File: config.mk
export PLATFORM = sky130hd
export DESIGN_NAME = atrlc_queue
export DESIGN_NICKNAME = d
export VERILOG_FILES = /design/src/design/atrlc_pkg.sv /design/src/design/atrlc_queue.sv
export SDC_FILE = /design/constraint.sdc
export NUM_CORES = 1
export LEC_CHECK = 0
export ABC_AREA = 1
export BUFFER_PORTS_ARGS = -buffer_cell sky130_fd_sc_hd__buf_2
export CORE_MARGIN = 2
export CORE_UTILIZATION = 45
export DETAILED_ROUTE_END_ITERATION = 12
export HOLD_SLACK_MARGIN = 0.15
export MAX_ROUTING_LAYER = met4
export PLACE_DENSITY = 0.78
export SLEW_MARGIN = 15
export SYNTH_ARGS = -nofsm -noshare
export SYNTH_HDL_FRONTEND = slang
export SYNTH_SLANG_ARGS = --single-unit
export TNS_END_PERCENT = 100
File: constraint.sdc
create_clock -name clk -period 1.33 [get_ports clk]
set_input_delay 0.133 -clock clk [delete_from_list [all_inputs] [get_ports clk]]
set_output_delay 0.133 -clock clk [all_outputs]
set_load 0.02 [all_outputs]
File: src/design/atrlc_pkg.sv
// ----------------------------------------------------------------------------
// atrlc_pkg
// Shared types and constants of the AT response line classifier.
// ----------------------------------------------------------------------------
package atrlc_pkg;

  localparam int unsigned NumLiterals = 17;
  localparam int unsigned QueueDepth  = 2;

  localparam logic [15:0] LinkMax = 16'hFFFF;

  // result kinds
  localparam logic [3:0] KindOther   = 4'd0;
  localparam logic [3:0] KindConnect = 4'd12;
  localparam logic [3:0] KindClosed  = 4'd13;
  localparam logic [3:0] KindDomain  = 4'd14;
  localparam logic [3:0] KindStation = 4'd15;

  typedef logic [7:0] byte_t;

  typedef struct packed {
    byte_t ch;
    logic  end_of_line;
  } item_t;

  // literal text, character at position p
  function automatic byte_t lit_char(input int unsigned idx, input int unsigned p);
    string s;
    byte_t c;
    case (idx)
      0:  s = "OK";
      1:  s = "ERROR";
      2:  s = "FAIL";
      3:  s = "SEND OK";
      4:  s = "SEND FAIL";
      5:  s = "ALREADY CONNECTED";
      6:  s = "WIFI CONNECTED";
      7:  s = "WIFI GOT IP";
      8:  s = "WIFI DISCONNECT";
      9:  s = ">";
      10: s = "busy ";
      11: s = "CONNECT";
      12: s = "CLOSED";
      13: s = "+CIPDOMAIN:";
      14: s = "+CIFSR:STAIP,";
      15: s = "+CIPSTA:ip:";
      default: s = "+CIPSTA:\"";
    endcase
    c = 8'd0;
    if (p < s.len()) c = s[p];
    return c;
  endfunction

  function automatic logic [4:0] lit_len(input int unsigned idx);
    logic [4:0] l;
    case (idx)
      0:  l = 5'd2;
      1:  l = 5'd5;
      2:  l = 5'd4;
      3:  l = 5'd7;
      4:  l = 5'd9;
      5:  l = 5'd17;
      6:  l = 5'd14;
      7:  l = 5'd11;
      8:  l = 5'd15;
      9:  l = 5'd1;
      10: l = 5'd5;
      11: l = 5'd7;
      12: l = 5'd6;
      13: l = 5'd11;
      14: l = 5'd13;
      15: l = 5'd11;
      default: l = 5'd9;
    endcase
    return l;
  endfunction

  function automatic logic lit_prefix(input int unsigned idx);
    return (idx == 10) || (idx >= 13);
  endfunction

  function automatic byte_t verb_connect(input logic [2:0] p);
    byte_t c;
    case (p)
      3'd0: c = "C";
      3'd1: c = "O";
      3'd2: c = "N";
      3'd3: c = "N";
      3'd4: c = "E";
      3'd5: c = "C";
      default: c = "T";
    endcase
    return c;
  endfunction

  function automatic byte_t verb_closed(input logic [2:0] p);
    byte_t c;
    case (p)
      3'd0: c = "C";
      3'd1: c = "L";
      3'd2: c = "O";
      3'd3: c = "S";
      3'd4: c = "E";
      default: c = "D";
    endcase
    return c;
  endfunction

endpackage

File: src/design/atrlc_queue.sv
// ----------------------------------------------------------------------------
// atrlc_queue
// Small first-in first-out queue of line words between front and back.
// ----------------------------------------------------------------------------
module atrlc_queue #(
  parameter int unsigned Depth = atrlc_pkg::QueueDepth
) (
  input  logic            clk,
  input  logic            rst_n,
  input  logic            wr_valid,
  output logic            wr_ready,
  input  atrlc_pkg::item_t wr_data,
  output logic            rd_valid,
  input  logic            rd_ready,
  output atrlc_pkg::item_t rd_data
);

  localparam int unsigned PtrW = (Depth > 1) ? $clog2(Depth) : 1;

  atrlc_pkg::item_t    mem_r [Depth];
  logic [PtrW-1:0]     wptr_r, rptr_r;
  logic [PtrW:0]       cnt_r;
  logic                push, pop;

  assign wr_ready = (cnt_r != (PtrW+1)'(Depth));
  assign rd_valid = (cnt_r != '0);
  assign rd_data  = mem_r[rptr_r];
  assign push     = wr_valid && wr_ready;
  assign pop      = rd_valid && rd_ready;

  always_ff @(posedge clk) begin
    if (!rst_n) begin
      wptr_r <= '0;
      rptr_r <= '0;
      cnt_r  <= '0;
    end else begin
      if (push) begin
        wptr_r <= (wptr_r == PtrW'(Depth - 1)) ? '0 : wptr_r + 1'b1;
      end
      if (pop) begin
        rptr_r <= (rptr_r == PtrW'(Depth - 1)) ? '0 : rptr_r + 1'b1;
      end
      cnt_r <= cnt_r + (PtrW+1)'(push) - (PtrW+1)'(pop);
    end
  end

  always_ff @(posedge clk) begin
    if (push) begin
      mem_r[wptr_r] <= wr_data;
    end
  end

endmodule

# After elaboration in Yosys (flattened, before gate mapping)
# Memories as Yosys holds them, arrays and structs flattened. A register that Yosys moved wholly into a read port is not among the register bits.
# Cells that the tools add are included.
# word_totals
mem_bits_rw	18
n_memories	1
regBits	4
word_cells	18
# mem_list
memory	words	word_bits	rd	rd_ports_with_merged_regs	write_ports	line	rtl
mem_r	2	9	1	1	1	atrlc_queue.sv:20	atrlc_pkg::item_t mem_r [Depth];
# classes
n_addsub	4
n_mux	6
n_eq_ne	1
reduce_logical	3
# ops
cell	count
$mux W1	6
$add A1 B1 Y1 const B	2
$add A2 B1 Y2	1
$logic_and A1 B1 Y1	2
$ne A2 B2 Y1 const B	1
$reduce_bool A2 Y1	1
$sub A2 B1 Y2	1

# Depth between registers and ports, before layout
# depth
word_depth	4
ltp_mapped	11
ltp_nobuf	11

# Worst setup path after synthesis
# Ideal clock, no wire load.
# synth_timing
path_kind	register -> register
start	register cnt_r[0]
end	memory mem_r[0][0] (netlist name), enable pin
period_less_slack_ns	1.418
setup_ns	0.374
stages_incl_launch_ff	5
slack_ns	-0.088
arrival_time_ns	1.044
n_path_buf	0
path_cell_list	dfxtp_1 -> inv_1 -> nand2_2 -> nand2_4 -> nor2_1
# synth_between
elab_chain_len	4
# synth_lines
item	line	rtl
from (decl)	atrlc_queue.sv:22	logic [PtrW:0] cnt_r;
from (signal assigned)	atrlc_queue.sv:43	cnt_r <= cnt_r + (PtrW+1)'(push) - (PtrW+1)'(pop);
$ne A2 B2 Y1	atrlc_queue.sv:25	assign wr_ready = (cnt_r != (PtrW+1)'(Depth));
via wr_ready	atrlc_queue.sv:11	output logic wr_ready,
$logic_and A1 B1 Y1	atrlc_queue.sv:28	assign push = wr_valid && wr_ready;
$mux W1	atrlc_queue.sv:48	if (push) begin
$mux W1 (implied by the code)	atrlc_queue.sv:49	mem_r[wptr_r] <= wr_data;
to (decl)	atrlc_queue.sv:20	
# The timed path passes the listed nets, and every way through them passes these cells.

==> results_dict.tcl <==
set metrics [dict create \
    status "complete, but fails checks" \
    failed_checks "negative setup slack" \
    dp_hpwl_mm 1.08 \
    antenna_found_initial 0 \
    hold-path-endpoint "wptr_r" \
    fmax_mhz 729 \
    via_per_inst 4.61 \
    dieWidth_um 48.8 \
    fill_cells 143 \
    initial_core_util_pct 47.1 \
    place_area_mm2 0.00111 \
    synth_area_um2 905 \
    worstPathRequired_ns 1.20 \
    cp-end-kind "output pin" \
    antennaDiodeCount 0 \
    synthCells 64 \
    reg2reg_depth 10 \
    slowest_stage "dfxtp_2" \
    cpPeakStageDelay_ns 0.36 \
    syn-num-nets 78 \
    skew_ns 0.00110 \
    path_max_fanout 5 \
    synth_area_leaders "edfxtp_1 (60%), dfxtp_1 (11%), mux2_2 (7.5%)" \
    routed_wl_mm 1.76 \
    synth-edff-count 18 \
    multi_input_area_um2 303 \
    crit_path_cell_trace "buf_6 > mux2_4 > buf_6" \
    max_slew_margin_pct 91.1 \
    dr_total_vias 627 \
    r2r_start "cnt_r[1]" \
    reg2reg_slack_ns -0.01 \
    route.detailed.drc 0 \
    synth.most_common_cell "edfxtp_1" \
    regArea_um2 649 \
    synth_top_cell_by_area "edfxtp_1" \
    ys_top_cells_by_count "edfxtp_1 (18), nand2_1 (9), inv_1 (7)" \
    ant_nets 0 \
    vdd_drop_max_mv 1.61 \
    clockBufferDepth 2 \
    place_inst 120 \
    cts_tree "built" \
    p_leak_nw 0.589 \
    hold_start "wr_valid" \
    synth.yosys.warnings 0 \
    path_clk_slew_ns 0.12 \
    setup_violations 10 \
    fin_area_mm2 0.00139 \
    cts.sinks 23 \
    synth_cell_types 16 \
    synth_top_area_share_pct 59.8 \
    fin_ws_ns -0.0416 \
    rows 16 \
    grt_pass1_vias 660 \
    ys_async_sr_fraction_pct 0 \
    drtPass1Iterations 4 \
    rsz0062_at_grt "yes" \
    gp_congestion 0.698 \
    hold_class "in -> reg" \
    worst_pin_slew_ns 0.133 \
    r2r_end "cnt_r[1]" \
    fin_crit_sh_pct 103 \
    grt_overflow 0 \
    p_per_area_mw_per_mm2 1840 \
    grt_start_max_net_pins 13 \
    drive_gt1_share_pct 56.9 \
    syn_to_final_growth_pct 53.1 \
    cpMostUsedCell "buf_6" \
    nNetsFinal 124 \
    grt_pass1_wl_mm 2.90 \
    htree_levels 1 \
    ys_seq_area_share_pct 70.8 \
    die_height_um 48.8 \
    avgRoutedWirePerCell_um 12.9 \
    core_mm2 0.00192 \
    dieArea_mm2 0.00238 \
    synth_ff_type "edfxtp_1" \
    synth-seq-cells 23 \
    min_period_ns 1.37 \
    cts-root-buf "clkbuf_4" \
    worstSetupPathType "reg -> out" \
    grt.total_usage_pct 16.7 \
    portBuffers 23 \
    cap_violations 0 \
    hold_ws_ns 0.325 \
    arrival_ns 1.24 \
    ioPinCount 24 \
    cts_buffers 3 \
    hold_path_depth 6 \
    drt_iter0_drc 2 \
    drv_slew 0 \
    finalHoldViolations 0 \
    clk_latency_ns 0.29 \
    cp-start-kind "register" \
    fin_util_pct 72.1 \
    instances_no_fill 136 \
    syn_area_per_cell_um2 14.1 \
]
-- through the flow --
| step | setup slack, ns | TNS [ns] | power (W) |
|---|---|---|---|
| after floorplan | 0.00543 | 0 | 0.00156 |
| after global placement | 0.0337 | 0 | 0.00181 |
| after detailed placement | -0.0646 | -0.0646 | 0.00185 |
| after CTS | -0.0427 | -0.312 | 0.00247 |
| after global routing | -0.124 | -0.659 | 0.00269 |
| final | -0.0416 | -0.251 | 0.00254 |
-- layout make-up --
class / count / share of cell area, %
Clock buffer: 4 / 1.90
Inverter: 7 / 1.90
Multi-Input combinational cell: 33 / 21.9
Sequential cell: 23 / 46.9
Tap cell: 27 / 2.44
Timing Repair Buffer: 42 / 25.0
-- layer usage --
metal	up-vias	GRT usage, %	wire length, um
met5	-	-	0
met2	19	32.0	971
met1	297	17.1	696
met3	4	2.76	60
li1	307	-	-
met4	0	5.71	29
-- registers in the layout (all words and copies together) (netlist names), named ones only --
register  flops
cnt_r         2
mem_r        18
rptr_r        1
wptr_r        1
-- how the worst max path moves through the flow --
stage                     slack, ns          to  depth (start not counted)  startpoint
after detailed placement      -0.06    cnt_r[1]                         10    cnt_r[0]
after floorplan               0.005    cnt_r[1]                         11    cnt_r[0]
after global placement         0.03    cnt_r[1]                         10    cnt_r[0]
final                         -0.04  rd_data[8]                          3    register
after CTS                     -0.04  rd_data[3]                          3    register
after global routing          -0.12    cnt_r[1]                         10    cnt_r[1]
-- critical path, delay by kind of cell (launching register included) --
kind / cells / cell delay (ns)
buffers and inverters: 2 / 0.26
muxes: 1 / 0.31
DFF: 1 / 0.36
-- report_power, final --
group	switching, W	total, W	internal, W
Clock	0.000192	0.000309	0.000117
Sequential	0.0000916	0.00104	0.000944
Combinational	0.000582	0.00120	0.000617
-- logic make-up (layout without fill, tap and decap cells) --
group                    after synthesis  in the layout  share of synthesized area, %
flip-flops                            23             23                          70.8
AND/OR/NAND/NOR                       21             21                          11.3
multiplexers                           9              9                          11.2
buffers and inverters                  8             53                          3.74
adder cells (fa/ha/maj)                1              1                          1.38
AO/OA/AOI/OAI                          1              1                         0.553
XOR/XNOR                               1              1                         0.968
-- layout by cell type (no fill, tap or decap), types with 2 or more instances in the layout --
cell	instances
mux2_4	9
buf_2	14
nand2_2	3
nand2_4	2
dlygate4sd3_1	10
dfxtp_4	2
nor2_1	5
inv_1	5
buf_6	11
edfxtp_1	18
buf_4	7
nor2_4	2
nor2_2	2
dfxtp_1	2
clkbuf_4	3
nand2_1	6
inv_2	2
-- repair_timing --
action | CTS | global route
endpoints found under the hold margin | 23 | 0
buffers inserted | 0 | 1
setup endpoints to repair | 10 | 10
pin swaps | 1 | 6
hold buffers | 10 | 0
resized for setup | 40 | 5
cloned | 1 | 0
Power figures use the tool's default switching activity.
