`src/design/atrlc_pkg.sv`:
```
// ----------------------------------------------------------------------------
// atrlc_pkg
// Shared types and constants of the AT response line classifier.
// ----------------------------------------------------------------------------
package atrlc_pkg;

  localparam int unsigned NumLiterals = 17;
  localparam int unsigned QueueDepth  = 2;

  localparam logic [15:0] LinkMax = 16'hFFFF;

  // result kinds
  localparam logic [3:0] KindOther   = 4'd0;
  localparam logic [3:0] KindConnect = 4'd12;
  localparam logic [3:0] KindClosed  = 4'd13;
  localparam logic [3:0] KindDomain  = 4'd14;
  localparam logic [3:0] KindStation = 4'd15;

  typedef logic [7:0] byte_t;

  typedef struct packed {
    byte_t ch;
    logic  end_of_line;
  } item_t;

  // literal text, character at position p
  function automatic byte_t lit_char(input int unsigned idx, input int unsigned p);
    string s;
    byte_t c;
    case (idx)
      0:  s = "OK";
      1:  s = "ERROR";
      2:  s = "FAIL";
      3:  s = "SEND OK";
      4:  s = "SEND FAIL";
      5:  s = "ALREADY CONNECTED";
      6:  s = "WIFI CONNECTED";
      7:  s = "WIFI GOT IP";
      8:  s = "WIFI DISCONNECT";
      9:  s = ">";
      10: s = "busy ";
      11: s = "CONNECT";
      12: s = "CLOSED";
      13: s = "+CIPDOMAIN:";
      14: s = "+CIFSR:STAIP,";
      15: s = "+CIPSTA:ip:";
      default: s = "+CIPSTA:\"";
    endcase
    c = 8'd0;
    if (p < s.len()) c = s[p];
    return c;
  endfunction

  function automatic logic [4:0] lit_len(input int unsigned idx);
    logic [4:0] l;
    case (idx)
      0:  l = 5'd2;
      1:  l = 5'd5;
      2:  l = 5'd4;
      3:  l = 5'd7;
      4:  l = 5'd9;
      5:  l = 5'd17;
      6:  l = 5'd14;
      7:  l = 5'd11;
      8:  l = 5'd15;
      9:  l = 5'd1;
      10: l = 5'd5;
      11: l = 5'd7;
      12: l = 5'd6;
      13: l = 5'd11;
      14: l = 5'd13;
      15: l = 5'd11;
      default: l = 5'd9;
    endcase
    return l;
  endfunction

  function automatic logic lit_prefix(input int unsigned idx);
    return (idx == 10) || (idx >= 13);
  endfunction

  function automatic byte_t verb_connect(input logic [2:0] p);
    byte_t c;
    case (p)
      3'd0: c = "C";
      3'd1: c = "O";
      3'd2: c = "N";
      3'd3: c = "N";
      3'd4: c = "E";
      3'd5: c = "C";
      default: c = "T";
    endcase
    return c;
  endfunction

  function automatic byte_t verb_closed(input logic [2:0] p);
    byte_t c;
    case (p)
      3'd0: c = "C";
      3'd1: c = "L";
      3'd2: c = "O";
      3'd3: c = "S";
      3'd4: c = "E";
      default: c = "D";
    endcase
    return c;
  endfunction

endpackage

```
`src/design/atrlc_front.sv`:
```
// ----------------------------------------------------------------------------
// atrlc_front
// Input stage: skips leading spaces and text after a zero byte, and passes
// the remaining bytes and the end-of-line word on to the queue.
// ----------------------------------------------------------------------------
module atrlc_front (
  input  logic             clk,
  input  logic             rst_n,
  input  logic [7:0]       in_ch,
  input  logic             in_end_of_line,
  input  logic             in_valid,
  output logic             in_ready,
  output logic             q_valid,
  input  logic             q_ready,
  output atrlc_pkg::item_t q_data
);

  logic lead_r, lead_nxt;
  logic ended_r, ended_nxt;
  logic drop, acc;

  // drop bytes that need no work in the back part
  assign drop = !in_end_of_line &&
                (ended_r || in_ch == 8'd0 || (lead_r && in_ch == 8'h20));
  assign in_ready = drop || q_ready;
  assign q_valid  = in_valid && !drop;
  assign q_data   = '{ch: in_ch, end_of_line: in_end_of_line};
  assign acc      = in_valid && in_ready;

  always_comb begin
    lead_nxt  = lead_r;
    ended_nxt = ended_r;
    if (acc) begin
      if (in_end_of_line) begin
        lead_nxt  = 1'b1;
        ended_nxt = 1'b0;
      end else if (!ended_r) begin
        if (in_ch == 8'd0) begin
          ended_nxt = 1'b1;
        end else if (!(lead_r && in_ch == 8'h20)) begin
          lead_nxt = 1'b0;
        end
      end
    end
  end

  always_ff @(posedge clk) begin
    if (!rst_n) begin
      lead_r  <= 1'b1;
      ended_r <= 1'b0;
    end else begin
      lead_r  <= lead_nxt;
      ended_r <= ended_nxt;
    end
  end

endmodule

```
`config.mk`:
```
export PLATFORM = sky130hd
export DESIGN_NAME = atrlc_front
export DESIGN_NICKNAME = d
export VERILOG_FILES = /design/src/design/atrlc_pkg.sv /design/src/design/atrlc_front.sv
export SDC_FILE = /design/constraint.sdc
export NUM_CORES = 1
export LEC_CHECK = 0
export ABC_CLOCK_PERIOD_IN_PS = 2800
export BUFFER_PORTS_ARGS = -buffer_cell sky130_fd_sc_hd__buf_2
export CAP_MARGIN = 20
export CELL_PAD_IN_SITES_DETAIL_PLACEMENT = 2
export CELL_PAD_IN_SITES_GLOBAL_PLACEMENT = 2
export CORE_MARGIN = 4
export CORE_UTILIZATION = 14
export DETAILED_ROUTE_END_ITERATION = 7
export MAX_ROUTING_LAYER = met4
export PLACE_DENSITY = 0.74
export SYNTH_ARGS = -nofsm -noshare
export SYNTH_HDL_FRONTEND = slang
export SYNTH_SLANG_ARGS = --single-unit
```
`constraint.sdc`:
```
create_clock -name clk -period 2.8 [get_ports clk]
set_input_delay 0.56 -clock clk [delete_from_list [all_inputs] [get_ports clk]]
set_output_delay 0.56 -clock clk [all_outputs]
set_load 0.05 [all_outputs]
```
After elaboration in Yosys (flattened, before gate mapping)
Index checks and enable logic that the tools add are counted.
Operators by class
  equality and inequality tests: 4
  mux-type cells: 7
  reduce and logical (&&, ||, !) cells: 11
Operators by type and width (number)
  equality test 8 x 6 -> 1 bit, second input constant: 1
  logical NOT 8 bit: 1
  two-way mux 1 bit: 7
  != test 2 bit, second input constant: 3
  logical AND 1 bit: 4
  AND reduction 4 bit: 1
  logical OR 1 bit: 3
  logical NOT 1 bit: 2
Storage, ports and cells
  register bits after elaboration: 2
  output and inout port bits: 11

Depth between registers and ports, before layout
Gate-level depths: netlist of the first run.
  word-level depth: 7
  gate-level depth with buffers: 3
  depth with buffers taken out: 3

Worst setup path before layout of the first run
Ideal clock, no wire load.
  path type: input -> output
  start point: input in_ch[7]
  end point: output in_ready
  arrival: 1456 ps
  setup slack: 784 ps
  stages: 3
  cell sequence: nor4_2 > o211ai_1 > nand3b_1
Between the ends
  cells in the longest elaborated chain, start to end: 5
  elaborated cells between the ends (all ways): 7
RTL lines
  start, declared: line atrlc_front.sv:9  | input logic [7:0] in_ch,
  equality test 8 x 6 -> 1 bit or logical NOT 8 bit (tied branches): line atrlc_front.sv:24  | (ended_r || in_ch == 8'd0 || (lead_r && in_ch == 8'h20));
  logical AND 1 bit or logical OR 1 bit (tied branches): line atrlc_front.sv:24
  logical OR 1 bit *: line atrlc_front.sv:24
  logical AND 1 bit *: line atrlc_front.sv:23  | assign drop = !in_end_of_line &&
  logical OR 1 bit *: line atrlc_front.sv:25  | assign in_ready = drop || q_ready;
  end, declared: line atrlc_front.sv:12  | output logic in_ready,
Every way passes the cells marked *; elsewhere a longest branch is shown, timed or not.

Worst setup path in the final report of the first run
  start point: input in_end_of_line
  end point: output q_valid
Between the ends
  cells in the longest elaborated chain, start to end: 4
RTL lines
  start, declared: line atrlc_front.sv:10  | input logic in_end_of_line,
  logical NOT 1 bit: line atrlc_front.sv:23
  logical AND 1 bit: line atrlc_front.sv:23
  logical NOT 1 bit: line atrlc_front.sv:26  | assign q_valid = in_valid && !drop;
  logical AND 1 bit: line atrlc_front.sv:26
  end, declared: line atrlc_front.sv:13  | output logic q_valid,
No other way between the ends.

==> results by group, run 1 <==
Final layout
  • Area growth syn-to-layout: 42.77%
  • Fin nets: 58
  • Share of cells above drive strength 1: 65.12%
  • Number of diodes: 0
  • Most frequent cells in the layout: 23 x buf_2, 3 x clkbuf_4
  • Most common cell after layout, fill and taps aside: buf_2

Setup path
  • CP max FO: 5
  • CP Capture Type: output pin
  • Critical path startpoint category: input port
  • Worst EP required: 2.24 ns
  • Setup Crit Path Kind: input port to output pin
  • Crit path DAT: 1.62 ns

Synthesis
  • Post-synthesis sequential area ratio: 19.28%
  • Mapped Area: 207.7 um^2
  • Syn Inst Count: 26
  • Synthesized area per cell: 7.988 um^2
  • Post-synthesis register bit count: 2
  • Yosys top cell by area: buf_4
  • Warnings from Yosys: 0
  • Top cell type's share of synthesized area: 32.53%
  • Synth top area cells: buf_4 33%, dfxtp_1 19%, nor4_2 12%, nand3_1 4.8%, a41oi_1 4.2%
  • Count of cell types in the netlist: 14
  • Syn nets: 39

Drt
  • Avg Vias per Cell: roughly 4.2
  • Via Count: 245
  • Post-route ant nets: 0
  • Post-route DRC: 0
  • Drt total wl: between 600 and 700 um
  • DR iter-0 viols: 0
  • First drt pass iteration count: 1
  • DR WL/cell: 10.97 um

Timing
  • Final Max Slew Viols: 0
  • Final Hold Fails: 0
  • RSZ-0062 raised after global routing: no
  • Slew of the pin with the lowest slew margin: 0.3162 ns
  • Max Freq: 0.4588 GHz
  • Final min period: 2.180 ns
  • Final Cycle Share: 77.84%
  • Layout Skew: 0.003335 ns
  • Setup TNS: 0 ns
  • Slew headroom: 78.74%
  • # setup viols final: 0
  • Final Worst Setup Slack: 0.6205 ns

GRT
  • GR Util All Layers: under 10%
  • Vias in the first global route: 248
  • Antenna violations before repair: 0
  • First-pass GRT wire length: ~900 um
  • Largest net degree at the start of global routing: 6
  • Total congestion overflow: 0

Clocking
  • Clock root buffer: clkbuf_4
  • Clock buffer depth: 2
  • Cts repair resizes: 0
  • Clk Latency, worst-skew pair: 0.23 ns
  • CTS tree: built
  • # Post-CTS Setup Buffers: 0
  • CTS sink count: 2
  • CTS buffer count: 3
  • Cts hold-fix bufs: 0
  • H-tree depth: 1
  • Clock Pin Slew Worst Setup and Hold Paths: 0.03 ns

Die
  • Die area: between 0.002 and 0.0025 mm^2
  • Num rows: 13
  • Chip height: 46.52 um
  • Initial Utilization: about 15%
  • I/O pins: 24
  • Core area: approximately 0.0014 mm^2
  • Die span in x: 46.52 um

Power and ir drop
  • Worst vdd ir: 0.0001058 V
  • Pleak: 0.1485 nW
  • Cell Pwr Density: 508.0 mW/mm^2
  • Tot Pwr: around 0.15 mW

Run status
  • Outcome: finished, final reports clean

Worst hold path
  • Path category of the worst min-delay check: flop to flop

Placed design
  • Number of port buffers: 23
  • Routability cong.: around 0.62
  • Pre-CTS setup slack: 0.6084 ns

Flow run
  • Max cap viols: 0
final timing paths:
check	startpoint	to	slack, ns	cells past startpoint
worst max register to register	ended_r$_SDFFE_PN0P_	lead_r$_SDFFE_PN1P_	2.02	2
worst min-delay path	ended_r$_SDFFE_PN0P_	ended_r$_SDFFE_PN0P_	0.52	2
worst min register to register	ended_r$_SDFFE_PN0P_	ended_r$_SDFFE_PN0P_	0.52	2
worst max-delay path	in_end_of_line	q_valid	0.62	5
where the power goes:
group | total (mW) | switching, mW | internal [mW]
Clock | 0.0649 | 0.0176 | 0.0474
Combinational | 0.0558 | 0.0412 | 0.0145
Sequential | 0.0299 | 0.000486 | 0.0295
cells by family (layout without fill, tap and decap cells):
family / count (synthesis) / in the layout / synth area share, %
buffers and inverters: 10 / 27 / 34.33
flip-flops: 2 / 2 / 19.28
AND/OR/NAND/NOR: 11 / 11 / 34.94
AO/OA/AOI/OAI: 3 / 3 / 11.45
synth_stat cells:
library cell	number
nand3_1	2
nand3b_1	1
nor2_1	1
o31ai_1	1
nand2_1	2
a41oi_1	1
inv_1	1
nor4_2	2
nand2b_1	1
buf_4	9
o211ai_1	1
and3_1	1
dfxtp_1	2
nand4_1	1
critical path, cell delays in order:
cell and delay (ns):
buf_2 0.13, nor4_2 0.36, o211ai_1 0.17, and3_1 0.19
buf_2 0.20
through the flow:
stage	area, um^2	std cells	hold slack, ns	utilization, %
2_1_floorplan	207.7	26	0.4664	-
3_3_place_gp	274.0	55	0.5135	20.30
3_5_place_dp	274.0	55	0.5214	20.30
4_1_cts	296.5	58	0.5283	21.96
5_1_grt	296.5	58	0.5509	21.96
6_report	296.5	58	0.5219	21.96
flip-flops by register name (all words and copies together) (netlist names):
| signal | flops |
|---|---|
| lead_r | 1 |
| ended_r | 1 |
cell type report:
| type | instances | area, um^2 |
|---|---|---|
| inverters | 1 | 3.754 |
| well taps | 15 | 18.77 |
| multi-input cells | 14 | 96.34 |
| flip-flops and latches | 2 | 40.04 |
| repair buffers | 23 | 115.1 |
| fillers | 173 | 1054 |
| clock buffers | 3 | 22.52 |
routing by layer:
| metal | up-vias | part of all wire [%] | track usage, % |
|---|---|---|---|
| met5 | - | 0 | - |
| met4 | 0 | 3.0 | 8.523 |
| met3 | 2 | 14 | 2.344 |
| met2 | 14 | 52 | 12.09 |
| met1 | 109 | 31 | 4.348 |
| li1 | 120 | - | - |
(Power assumes the default switching activity.)
==> inputs of run 2 (changes only) <==
ABC_CLOCK_PERIOD_IN_PS = 2100   (was 2800)
CORE_UTILIZATION = 13   (was 14)
PLACE_DENSITY = 0.69   (was 0.74)
clock period = 2.1 ns   (was 2.8 ns; I/O delays follow)
==> results by group, run 2 (same netlist as run 1, synthesis figures left out) <==
Setup path
  • CP max FO: 5
  • Crit path DAT: 1.46 ns
  • Critical Path Max Stage Delay: 0.36 ns
  • Critical path startpoint category: input port
  • CP top delay family: simple AND/OR/NAND/NOR gates
  • Cell repeated most along the worst path: buf_2
  • Worst-path cell chain: buf_2 > nor4_2 > o211ai_1 > and3_1 > buf_2
  • CP Capture Type: output pin
  • Critical path's slowest cell: nor4_2
  • Crit path buffers/inverters: 2
  • Worst EP required: 1.68 ns
  • Setup Crit Path Kind: input port to output pin

Final layout
  • Most common cell after layout, fill and taps aside: buf_2
  • Number of diodes: 0
  • Area growth syn-to-layout: 43.37%
  • Share of cells above drive strength 1: 65.12%
  • Most frequent cells in the layout: 23 x buf_2, 3 x clkbuf_4
  • Biggest regs: ended_r: 1 flops, lead_r: 1 flops
  • Fin nets: 58

Drt
  • Avg Vias per Cell: 4.051
  • DR WL/cell: 11.12 um
  • Post-route ant nets: 0
  • First drt pass iteration count: 2
  • Via Count: 239
  • Drt total wl: approximately 660 um
  • Post-route DRC: 0
  • DR iter-0 viols: 1

Timing
  • RSZ-0062 raised after global routing: no
  • Final Hold Fails: 0
  • Setup TNS: 0 ns
  • # setup viols final: 0
  • Max Freq: 0.5315 GHz
  • Layout Skew: 0.002649 ns
  • Final Max Slew Viols: 0
  • Slew of the pin with the lowest slew margin: 0.3288 ns
  • Slew headroom: 77.90%
  • Final min period: 1.881 ns
  • Final Cycle Share: between 80% and 90%
  • Final Worst Setup Slack: between 0.2 and 0.25 ns

Die
  • I/O pins: 24
  • Initial Utilization: 13.79%
  • Core area: 0.001506 mm^2
  • Die span in x: 47.97 um
  • Die area: approximately 0.0023 mm^2
  • Num rows: 14
  • Chip height: 47.97 um

Clocking
  • CTS tree: built
  • H-tree depth: 1
  • Cts repair resizes: 0
  • CTS buffer count: 3
  • CTS sink count: 2
  • Clock root buffer: clkbuf_4
  • Cts hold-fix bufs: 0
  • Clock Pin Slew Worst Setup and Hold Paths: 0.03 ns
  • Clock buffer depth: 2
  • # Post-CTS Setup Buffers: 0
  • Clk Latency, worst-skew pair: between 0.2 and 0.25 ns

Power and ir drop
  • Cell Pwr Density: between 600 and 700 mW/mm^2
  • Worst vdd ir: 0.0001361 V
  • Pleak: 0.1485 nW

Run status
  • Outcome: finished, final reports clean

GRT
  • First-pass GRT wire length: 910 um
  • Vias in the first global route: 231
  • Total congestion overflow: 0
  • Antenna violations before repair: 0
  • Largest net degree at the start of global routing: 6
  • GR Util All Layers: 6.672%

Worst hold path
  • Path category of the worst min-delay check: input port to flop

Flow run
  • Max cap viols: 0

Placed design
  • Routability cong.: roughly 0.56
  • Number of port buffers: 23
  • Pre-CTS setup slack: 0.1972 ns
  • Hpwl dp: 596.7 um
## run 2: power breakdown
group | total (mW) | internal (mW) | switching, mW
clock | 0.0846 | 0.0630 | 0.0216
sequential | 0.0399 | 0.0393 | 0.000636
combinational | 0.0745 | 0.0194 | 0.0551
total | 0.199 | 0.122 | 0.0774
## run 2: worst paths after layout
check / cells after the start / endpoint / slack, ns / startpoint
max: 5 / q_valid / 0.22 / in_end_of_line
min: 2 / lead_r$_SDFFE_PN1P_ / 0.39 / rst_n
max reg2reg: 2 / lead_r$_SDFFE_PN1P_ / 1.26 / ended_r$_SDFFE_PN0P_
min reg2reg: 2 / lead_r$_SDFFE_PN1P_ / 0.54 / lead_r$_SDFFE_PN1P_
## run 2: layer usage
layer | global-route usage, % | vias up | wire [um]
met3 | 2.256 | 0 | 100
met1 | 5.240 | 107 | 207
li1 | - | 120 | -
met2 | 10.82 | 12 | 348
met5 | - | - | 0
met4 | 8.065 | 0 | 0
## run 2: metrics by stage
| stage | cells | power (mW) | area (um^2) | util [%] | hold WS [ns] |
|---|---|---|---|---|---|
| final | 59 | 0.1990 | 297.8 | 19.77 | 0.3906 |
| after global routing | 59 | 0.2123 | 297.8 | 19.77 | 0.3903 |
| after CTS | 59 | 0.2069 | 297.8 | 19.77 | 0.3811 |
| after detailed placement | 56 | 0.1160 | 275.3 | 18.27 | 0.5421 |
| after global placement | 56 | 0.1153 | 275.3 | 18.27 | 0.5226 |
| after floorplan | 26 | 0.1008 | 207.7 | - | 0.4664 |
## run 2: cell type report
type	count	area (um^2)
Fill cell	199	1209
Timing Repair Buffer	23	115.1
Multi-Input combinational cell	14	96.34
Sequential cell	2	40.04
Clock buffer	3	22.52
Tap cell	16	20.02
Inverter	1	3.754
